--- src/rtl/core/pte_pkg.sv ---
// Shared types and constants for the pedal threshold edge detector.
// No dependencies; every other file of the block imports this package.
`timescale 1ns / 1ps

package pte_pkg;

  localparam int POSITION_BITS_DEFAULT = 16;
  localparam int REG_BITS              = 16;
  localparam int FRAC_BITS             = 16;
  localparam int CFG_INDEX_BITS        = 2;
  localparam int EVENT_BITS            = 2;
  localparam int PEDAL_COUNT           = 3;
  localparam int EVENT_VEC_BITS        = EVENT_BITS * PEDAL_COUNT;

  localparam int PEDAL_SUSTAIN   = 0;
  localparam int PEDAL_SOSTENUTO = 1;
  localparam int PEDAL_SOFT      = 2;

  localparam logic [REG_BITS-1:0] RESET_FRACTION = REG_BITS'(32768);
  localparam logic [REG_BITS-1:0] RESET_INITIAL  = REG_BITS'(13107);

  typedef enum logic [EVENT_BITS-1:0] {
    EV_NONE    = 2'd0,
    EV_PRESS   = 2'd1,
    EV_RELEASE = 2'd2
  } ev_t;

  typedef enum logic [CFG_INDEX_BITS-1:0] {
    CFG_THRESHOLD_FRACTION = 2'd0,
    CFG_INITIAL_THRESHOLD  = 2'd1
  } cfg_idx_t;

  typedef struct packed {
    logic                 due;
    logic                 update;
    logic [REG_BITS-1:0]  fraction;
    logic [REG_BITS-1:0]  initial_thr;
  } pte_ctrl_t;

endpackage

--- src/rtl/core/pte_pedal.sv ---
// One pedal: connection, calibration, maximum and threshold state plus
// the press/release classifier. Depends on pte_pkg.
`timescale 1ns / 1ps

module pte_pedal #(
  parameter int POSITION_BITS = pte_pkg::POSITION_BITS_DEFAULT
) (
  input  logic                                clk,
  input  logic                                rst,
  input  pte_pkg::pte_ctrl_t                  ctrl,
  input  logic [POSITION_BITS-1:0]            pos,
  output logic [pte_pkg::EVENT_BITS-1:0]      event_code
);
  import pte_pkg::*;

  localparam int THR_BITS  = (POSITION_BITS > REG_BITS) ? POSITION_BITS : REG_BITS;
  localparam int PROD_BITS = POSITION_BITS + FRAC_BITS;

  logic [POSITION_BITS-1:0] previous_position;
  logic                     pedal_connected;
  logic                     calibrated;
  logic [POSITION_BITS-1:0] max_position;
  logic [THR_BITS-1:0]      active_threshold;

  logic [THR_BITS-1:0]      pos_w;
  logic [THR_BITS-1:0]      prev_w;
  logic [THR_BITS-1:0]      init_w;
  ev_t                      raw_ev;
  ev_t                      ev;
  logic                     connected_next;
  logic                     calibrated_next;
  logic [POSITION_BITS-1:0] max_next;
  logic [PROD_BITS-1:0]     product;
  logic [THR_BITS-1:0]      threshold_next;

  always_comb begin
    pos_w  = THR_BITS'(pos);
    prev_w = THR_BITS'(previous_position);
    init_w = THR_BITS'(ctrl.initial_thr);

    if (pos_w > active_threshold) begin
      raw_ev = (prev_w < active_threshold) ? EV_PRESS : EV_NONE;
    end else begin
      raw_ev = (prev_w > active_threshold) ? EV_RELEASE : EV_NONE;
    end

    connected_next  = pedal_connected || (pos_w < init_w);
    ev              = connected_next ? raw_ev : EV_NONE;
    calibrated_next = calibrated || (ev == EV_PRESS);
    max_next        = (pos > max_position) ? pos : max_position;
    product         = PROD_BITS'(max_next) * PROD_BITS'(ctrl.fraction);
    threshold_next  = calibrated_next ? THR_BITS'(product[PROD_BITS-1:FRAC_BITS]) : init_w;
  end

  assign event_code = ctrl.due ? ev : EV_NONE;

  always_ff @(posedge clk) begin
    if (rst) begin
      previous_position <= '0;
      pedal_connected   <= 1'b0;
      calibrated        <= 1'b0;
      max_position      <= '0;
      active_threshold  <= THR_BITS'(RESET_INITIAL);
    end else if (ctrl.update) begin
      previous_position <= pos;
      pedal_connected   <= connected_next;
      calibrated        <= calibrated_next;
      active_threshold  <= threshold_next;
      if (calibrated_next) begin
        max_position <= max_next;
      end
    end
  end

endmodule

--- src/rtl/core/pte_out_buf.sv ---
// Two-entry result buffer: visible output register plus skid register.
// Depends on pte_pkg for the default width.
`timescale 1ns / 1ps

module pte_out_buf #(
  parameter int DATA_BITS = pte_pkg::EVENT_VEC_BITS
) (
  input  logic                 clk,
  input  logic                 rst,
  input  logic                 push,
  input  logic [DATA_BITS-1:0] push_data,
  output logic                 full,
  output logic                 out_valid,
  input  logic                 out_stall,
  output logic [DATA_BITS-1:0] out_data
);
  import pte_pkg::*;

  logic                 skid_valid;
  logic [DATA_BITS-1:0] skid_data;
  logic                 pop;

  assign pop  = out_valid && !out_stall;
  assign full = skid_valid;

  always_ff @(posedge clk) begin
    if (rst) begin
      out_valid  <= 1'b0;
      skid_valid <= 1'b0;
    end else begin
      if (pop && skid_valid) begin
        out_valid  <= 1'b1;
        skid_valid <= 1'b0;
      end else if (push && (!out_valid || pop)) begin
        out_valid <= 1'b1;
      end else if (push) begin
        skid_valid <= 1'b1;
      end else if (pop) begin
        out_valid <= 1'b0;
      end
    end
  end

  always_ff @(posedge clk) begin
    if (pop && skid_valid) begin
      out_data <= skid_data;
    end else if (push && (!out_valid || pop)) begin
      out_data <= push_data;
    end else if (push) begin
      skid_data <= push_data;
    end
  end

endmodule

--- src/rtl/core/pedal_threshold_edge_detector.sv ---
// Top level of the pedal threshold edge detector: input register,
// configuration registers, three pedal units and the result buffer.
// Depends on pte_pkg, pte_pedal and pte_out_buf.
//
// Usage:
//   Input channel: in_valid/in_stall carry sample_due and three pedal
//   positions. Output channel: out_valid/out_stall carry one event per
//   pedal (0 no change, 1 pressed, 2 released) for every input item.
//   Configuration: cfg_we writes cfg_data to register cfg_index
//   (0 threshold fraction, 1 initial threshold); other indexes are ignored.
//   Write configuration only while the block holds no item.
//   An accepted item is held in the input register and then in the result
//   buffer before it can be taken. Throughput: one item per cycle while
//   out_stall is low; each item passes once through the input register,
//   the per-pedal compare and one 16-bit multiply, into the result register.
//   Reset: clears all pedal state (not connected, not calibrated, maximum
//   zero, threshold at the initial value) and loads register defaults.
//   Stall: a two-entry result buffer absorbs one extra item; in_stall
//   rises only when both entries are full and an item waits in the input
//   register.
`timescale 1ns / 1ps

module pedal_threshold_edge_detector #(
  parameter int POSITION_BITS = pte_pkg::POSITION_BITS_DEFAULT
) (
  input  logic                                 clk,
  input  logic                                 rst,
  input  logic                                 in_valid,
  output logic                                 in_stall,
  input  logic                                 sample_due,
  input  logic [POSITION_BITS-1:0]             position_sustain,
  input  logic [POSITION_BITS-1:0]             position_sostenuto,
  input  logic [POSITION_BITS-1:0]             position_soft_pedal,
  output logic                                 out_valid,
  input  logic                                 out_stall,
  output logic [pte_pkg::EVENT_BITS-1:0]       event_sustain,
  output logic [pte_pkg::EVENT_BITS-1:0]       event_sostenuto,
  output logic [pte_pkg::EVENT_BITS-1:0]       event_soft_pedal,
  input  logic                                 cfg_we,
  input  logic [pte_pkg::CFG_INDEX_BITS-1:0]   cfg_index,
  input  logic [pte_pkg::REG_BITS-1:0]         cfg_data
);
  import pte_pkg::*;

  logic [REG_BITS-1:0]       threshold_fraction;
  logic [REG_BITS-1:0]       initial_threshold;

  logic                      s1_valid;
  logic                      s1_due;
  logic [POSITION_BITS-1:0]  s1_pos [PEDAL_COUNT];

  logic                      accept;
  logic                      push;
  logic                      obuf_full;
  pte_ctrl_t                 ctrl;
  logic [EVENT_VEC_BITS-1:0] ev_vec;
  logic [EVENT_VEC_BITS-1:0] out_data;

  assign in_stall = s1_valid && obuf_full;
  assign accept   = in_valid && !in_stall;
  assign push     = s1_valid && !obuf_full;

  always_ff @(posedge clk) begin
    if (rst) begin
      threshold_fraction <= RESET_FRACTION;
      initial_threshold  <= RESET_INITIAL;
    end else if (cfg_we) begin
      unique case (cfg_idx_t'(cfg_index))
        CFG_THRESHOLD_FRACTION: threshold_fraction <= cfg_data;
        CFG_INITIAL_THRESHOLD:  initial_threshold  <= cfg_data;
        default: ;
      endcase
    end
  end

  always_ff @(posedge clk) begin
    if (rst) begin
      s1_valid <= 1'b0;
    end else if (accept) begin
      s1_valid <= 1'b1;
    end else if (push) begin
      s1_valid <= 1'b0;
    end
  end

  always_ff @(posedge clk) begin
    if (accept) begin
      s1_due                  <= sample_due;
      s1_pos[PEDAL_SUSTAIN]   <= position_sustain;
      s1_pos[PEDAL_SOSTENUTO] <= position_sostenuto;
      s1_pos[PEDAL_SOFT]      <= position_soft_pedal;
    end
  end

  assign ctrl = '{due:         s1_due,
                  update:      push && s1_due,
                  fraction:    threshold_fraction,
                  initial_thr: initial_threshold};

  for (genvar p = 0; p < PEDAL_COUNT; p++) begin : g_pedal
    pte_pedal #(
      .POSITION_BITS(POSITION_BITS)
    ) u_pedal (
      .clk        (clk),
      .rst        (rst),
      .ctrl       (ctrl),
      .pos        (s1_pos[p]),
      .event_code (ev_vec[p*EVENT_BITS +: EVENT_BITS])
    );
  end

  pte_out_buf #(
    .DATA_BITS(EVENT_VEC_BITS)
  ) u_out_buf (
    .clk       (clk),
    .rst       (rst),
    .push      (push),
    .push_data (ev_vec),
    .full      (obuf_full),
    .out_valid (out_valid),
    .out_stall (out_stall),
    .out_data  (out_data)
  );

  assign event_sustain    = out_data[PEDAL_SUSTAIN*EVENT_BITS +: EVENT_BITS];
  assign event_sostenuto  = out_data[PEDAL_SOSTENUTO*EVENT_BITS +: EVENT_BITS];
  assign event_soft_pedal = out_data[PEDAL_SOFT*EVENT_BITS +: EVENT_BITS];

  a_stall_needs_output: assert property (@(posedge clk) disable iff (rst)
    in_stall |-> out_valid)
    else $error("input stalled with no result waiting");

  a_event_code_legal: assert property (@(posedge clk) disable iff (rst)
    out_valid |-> (event_sustain != 2'b11) && (event_sostenuto != 2'b11) &&
                  (event_soft_pedal != 2'b11))
    else $error("illegal event code on output");

  a_drain_empties: assert property (@(posedge clk) disable iff (rst)
    out_valid && !out_stall && !s1_valid && !obuf_full |=> !out_valid)
    else $error("result repeated after it was taken");

  a_reset_clears: assert property (@(posedge clk)
    rst |=> !out_valid && !in_stall)
    else $error("channels not idle after reset");

endmodule

--- config.mk ---
export PLATFORM = sky130hd
export DESIGN_NAME = pedal_threshold_edge_detector
export DESIGN_NICKNAME = d
export VERILOG_FILES = /design/src/rtl/core/pte_pkg.sv /design/src/rtl/core/pte_pedal.sv /design/src/rtl/core/pte_out_buf.sv /design/src/rtl/core/pedal_threshold_edge_detector.sv
export SDC_FILE = /design/constraint.sdc
export NUM_CORES = 2
export LEC_CHECK = 0
export BUFFER_PORTS_ARGS = -buffer_cell sky130_fd_sc_hd__buf_2
export CORE_MARGIN = 3
export CORE_UTILIZATION = 65
export DETAILED_ROUTE_END_ITERATION = 8
export PLACE_DENSITY = 0.82
export SETUP_SLACK_MARGIN = 0.02
export SLEW_MARGIN = 30
export SYNTH_ARGS = -nofsm -noshare
export SYNTH_HDL_FRONTEND = slang
export SYNTH_SLANG_ARGS = --single-unit
--- constraint.sdc ---
create_clock -name clk -period 14.3 [get_ports clk]
set_input_delay 2.86 -clock clk [delete_from_list [all_inputs] [get_ports clk]]
set_output_delay 2.86 -clock clk [all_outputs]
set_load 0.005 [all_outputs]
=== Word-level counts from Yosys, hierarchy flattened ===
Memory sizes are Yosys's and may differ from the RTL's.
Index checks and enable logic that the tools add are counted.

* Bits in registers: 198
* Memory bits (writable): 48
* Bits of input ports: 72
* Output and inout port bits: 8
* Word-level logic and storage cells: 111
* Memories: 1

{| class="wikitable"
|+ Memory list
! memory !! depth !! bits a word !! rd ports !! clocked after memory_dff !! write ports !! line !! RTL
|-
| s1_pos || 3 || 16 || 3 || 0 || 3 || pedal_threshold_edge_detector.sv:50 || <nowiki>logic [POSITION_BITS-1:0] s1_pos [PEDAL_COUNT];</nowiki>
|}

* $mul: 3
* Magnitude comparators: 15
* Equal/unequal tests: 5
* Muxes and demuxes: 31
* Bitwise logic cells: 2
* Reduce and logical (&&, ||, !) cells: 31

{| class="wikitable"
|+ Operators by type and width
! kind !! count
|-
| greater-than comparator 16 bit || 9
|-
| < comparator 16 bit || 6
|-
| multiplier 16 x 16 -> 32 bit || 3
|-
| 2-to-1 mux 16 bit || 6
|-
| 2-to-1 mux 2 bit || 12
|-
| AND reduction 2 bit || 7
|-
| 2-to-1 mux 6 bit || 2
|-
| 2-to-1 mux 1 bit || 11
|-
| == test 2 x 1 -> 1 bit (second input constant) || 4
|-
| logical AND 1 bit || 7
|-
| logical OR 1 bit || 7
|-
| zero test 1 bit || 4
|-
| nonzero test 2 bit || 2
|-
| != test 3 x 1 -> 1 bit (second input constant) || 1
|-
| AND reduction 3 bit || 1
|-
| nonzero test 3 bit || 1
|-
| zero test 2 bit || 1
|-
| inverter 1 bit || 2
|-
| OR reduction 2 bit || 1
|}

=== Longest topological paths before layout ===
* Depth in word-level cells: 7
* Gate-level depth with buffers: 35
* Depth with buffers taken out: 33

=== Cells and area by module ===
Synthesis repeated with hierarchy kept, for this count alone.

* Cells, all modules: 4,502
* Area, all modules: 39,730.6 um^2

{| class="wikitable"
|+ By module, submodules not included
! module !! times used !! cells an instance !! area an instance (um^2) !! seq. area each (um^2)
|-
| pte_pedal (g_pedal[2].u_pedal) || 1 || 1,427 || 12,137.9 || 1,001.0
|-
| pte_pedal (g_pedal[0].u_pedal) || 1 || 1,416 || 12,104.1 || 1,001.0
|-
| pte_pedal (g_pedal[1].u_pedal) || 1 || 1,438 || 12,064.1 || 1,001.0
|-
| pedal_threshold_edge_detector || 1 || 191 || 2,890.3 || 2,132.0
|-
| pte_out_buf || 1 || 30 || 534.3 || 400.4
|}

=== Worst setup path after synthesis ===
OpenSTA, ideal clock, no wires.

* Path type: register -> register
* From: memory s1_pos[0][15] in the netlist's numbering
* To: register g_pedal[0].u_pedal.active_threshold[15]
* Arrival time: 8.196 ns
* Required time: 14.166 ns
* Path slack: 5.970 ns
* Stages on the path, launching flop included: 32
* Path buffers: 4
* Clock period less this slack: 8.330 ns
* Cell sequence: edfxtp_1 -> ha_1 -> nand4_1 -> nor4_1 -> a21bo_2 -> a31oi_4 -> clkbuf_1 -> buf_2 -> nand2_1 -> o21ai_1 -> buf_2 -> nand2_1 -> fa_1 -> inv_1 -> fa_1 -> fa_1 -> fa_1 -> fa_1 -> inv_1 -> fa_1 -> inv_1 -> ha_1 -> and3_1 -> buf_2 -> nand2_1 -> or4_1 -> nor3_1 -> o21ai_1 -> a21oi_2 -> a31oi_1 -> nor4b_1 -> or4_1

{| class="wikitable"
|+ RTL lines
! element !! line !! RTL
|-
| start, declared || pedal_threshold_edge_detector.sv:50 ||
|-
| end signal, assigned || pte_pedal.sv:63 || <nowiki>active_threshold <= THR_BITS'(RESET_INITIAL);</nowiki>
|-
| end signal, assigned || pte_pedal.sv:68 || <nowiki>active_threshold <= threshold_next;</nowiki>
|-
| end, declared || pte_pedal.sv:23 || <nowiki>logic [THR_BITS-1:0] active_threshold;</nowiki>
|}

==> qor.yml <==
status: "finished, final reports clean"
syn_nets: 5615
worstPathRequired_ns: 14.72
path_class: "register to register"
yosys_warnings: 0
p_sw_mw: 0.970
setup_viol: 0
synth_cells: 4472
avgRoutedWirePerCell_um: 20.3
power_frac_comb_pct: 40.0
grt_max_degree: 74
via_count: 31700
crit_start: "s1_pos[0][15]"
grt_remaining_overflow: 0
clock_power_share_pct: 28.8
drcViolationCount: 0
antenna_left: 0
place_hpwl_um: 80100
drv_cap: 0
cts.reportedPaths.clkPinSlew_ns: 0.07
r2r_start: "s1_pos[0][15]"
drt-total-wl_um: 106000
layout_min_cycle_time_ns: 9.34
critical_path_arrival_ns: 9.76
cts_tree: "built"
ctsHtreeMaxLevel: 1
layout_common_cells: "inv_1 (793), nand2_1 (729), fa_1 (579)"
finalHoldViolations: 0
grt_pass1_wl_um: 172000
fmax_mhz: 107
io_pins: 80
power.static_leakage_nw: 20.1
ys_ff_latch: 246
power.density_nw_per_um2: 60.8
rsz0062_at_grt: "false"
cts.sinks: 246
async_flop_share_pct: 0
fillers: 4471
finalPower_mw: 2.48
clk_latency_ns: 0.56
gp_congestion: 0.980
vias_per_cell: 6.06
crit_fanout: 33
synth-seq-area-share_pct: 14.3
hold_path.class: "register to register"
p_int_mw: 1.51
pwr-share-seq_pct: 31.2
cp-end-kind: "register"
synth_cell_type_count: 84
nNetsFinal: 5585
grt_pass1_vias: 32900
area_growth_pct: 5.43
dr.pass1.iters: 6
antennaDiodeCount: 0
start_util_pct: 66.4
die_area_sq_um: 62500
avgSynthCellArea_sq_um: 8.65
max_stage_delay_ns: 0.75
synth_area_sq_um: 38700
irDropWorstVdd_mv: 0.132
worst_path_most_repeated_cell: "fa_1"
cts.repair.resized: 0
portBuffers: 79
die_w_um: 250
fin_crit_sh_pct: 65.3
dominantRegCellSynth: "dfxtp_1"
rows: 88
numCtsBuffers: 24
fin_skew_ns: 0.0355
cts_setup_buffers: 0
critPathSlowestCell: "a31oi_4"
start_kind: "register"
antenna_found_initial: 1
holdCritStartpoint: "threshold_fraction[13]"
slew_viol_final: 0
ctsRootBufferMaster: "clkbuf_16"
cts_hold_buffers: 0
drt_iter0_drc: 2656
grt_usage_pct: 34.3
worst_slew_pin_slew_ns: 0.995
synth_edf_count: 61
cts_max_path_buffers: 3
core_area_sq_um: 58200
final_common_cell: "inv_1"
slew_headroom_pct: 33.7
die_h_um: 250
setup_tns_ns: 0
drive_above_1_share_pct: 5.56
swShare_pct: 39.1
-- sequential cells by signal, summed over array words and instances (netlist names), 6 cells and up --
register	cells
g_pedal.u_pedal.active_threshold	48
g_pedal.u_pedal.max_position	48
g_pedal.u_pedal.prev_w	48
initial_threshold	16
s1_pos	48
threshold_fraction	16
u_out_buf.out_data	6
u_out_buf.skid_data	6
-- power groups by stage --
| stage | registers [mW] | clock network (mW) | logic [mW] |
|---|---|---|---|
| 2_1_floorplan | 0.773 | 0 | 0.672 |
| 3_3_place_gp | 0.788 | 0 | 0.933 |
| 3_5_place_dp | 0.789 | 0 | 0.964 |
| 4_1_cts | 0.773 | 0.722 | 0.974 |
| 5_1_grt | 0.776 | 0.745 | 1.10 |
| 6_report | 0.775 | 0.714 | 0.993 |
-- per-stage QoR --
step	hold slack, ns	instances	util (%)	area (sq um)	setup WS [ns]
final	0.459	5225	70.0	40800	4.96
after global routing	0.475	5225	70.0	40800	4.50
after CTS	0.457	5224	70.0	40800	5.08
after detailed placement	0.447	5180	68.5	39900	5.10
after global placement	0.444	5180	68.5	39900	5.17
after floorplan	0.436	4472	-	38700	5.97
-- critical path: cells and delay by family, from the launching register on --
family	cells	cell delay [ns]
DFF	1	0.52
adders and majority gates	8	3.83
and+or+nand+nor	10	2.65
buffers and inverters	4	0.46
AOI/OAI and AO/OA	6	1.72
-- cell families after synthesis --
group	share of synthesized area (%)
adder cells (fa/ha/maj)	45.9
AND/OR/NAND/NOR	17.6
flip-flops	14.3
XOR/XNOR	0.837
buffers and inverters	9.80
multiplexers	0.867
AO/OA/AOI/OAI	10.7
-- Yosys cell counts (all sizes together) (6+ instances only) --
library cell | instances | area, sq um
xor2 | 13 | 114
clkbuf | 196 | 736
inv | 793 | 2980
a221oi | 8 | 70.1
xnor2 | 24 | 210
edfxtp | 61 | 1830
a31oi | 25 | 178
dfxtp | 185 | 3700
a21oi | 216 | 1080
and2 | 339 | 2120
a211o | 13 | 114
o21a | 17 | 128
nand4 | 43 | 269
nand2 | 730 | 2740
o211ai | 23 | 173
mux2 | 12 | 135
nand2b | 15 | 93.8
a211oi | 57 | 433
or3 | 7 | 43.8
fa | 579 | 11600
nor4 | 12 | 81.3
and4 | 6 | 52.6
nand3 | 47 | 235
mux2i | 20 | 200
nor2b | 36 | 225
nor3b | 6 | 45.0
o21ai | 137 | 689
a21o | 74 | 556
nor3 | 20 | 100
ha | 492 | 6160
nor2 | 129 | 487
and3 | 18 | 113
a2111oi | 11 | 141
buf | 16 | 77.6
-- per-layer routing --
metal  GRT usage (%)  up-vias  share of wire, %
met5               0        -                 0
met4            15.9        0               5.2
met3            5.23      332               9.2
met2            54.9     1563                46
met1            46.1    15600                40
li1                -    14200                 -
-- layout make-up --
class	count	area (sq um)	area share, %
clock buffers	29	643	1.58
clock inverters	15	230	0.564
inverters	794	2980	7.31
multi-input cells	3220	29400	72.2
flip-flops and latches	246	5550	13.6
well taps	765	957	2.35
repair buffers	156	996	2.44
-- final timing paths --
check	slack (ns)	depth (start not counted)	end
min reg2reg	0.46	2	threshold_fraction[13]
max reg2reg	4.96	28	g_pedal[0].u_pedal.active_threshold[15]
min	0.46	2	threshold_fraction[13]
max	4.96	28	g_pedal[0].u_pedal.active_threshold[15]
Note: power is estimated with default switching activity, not from simulation.
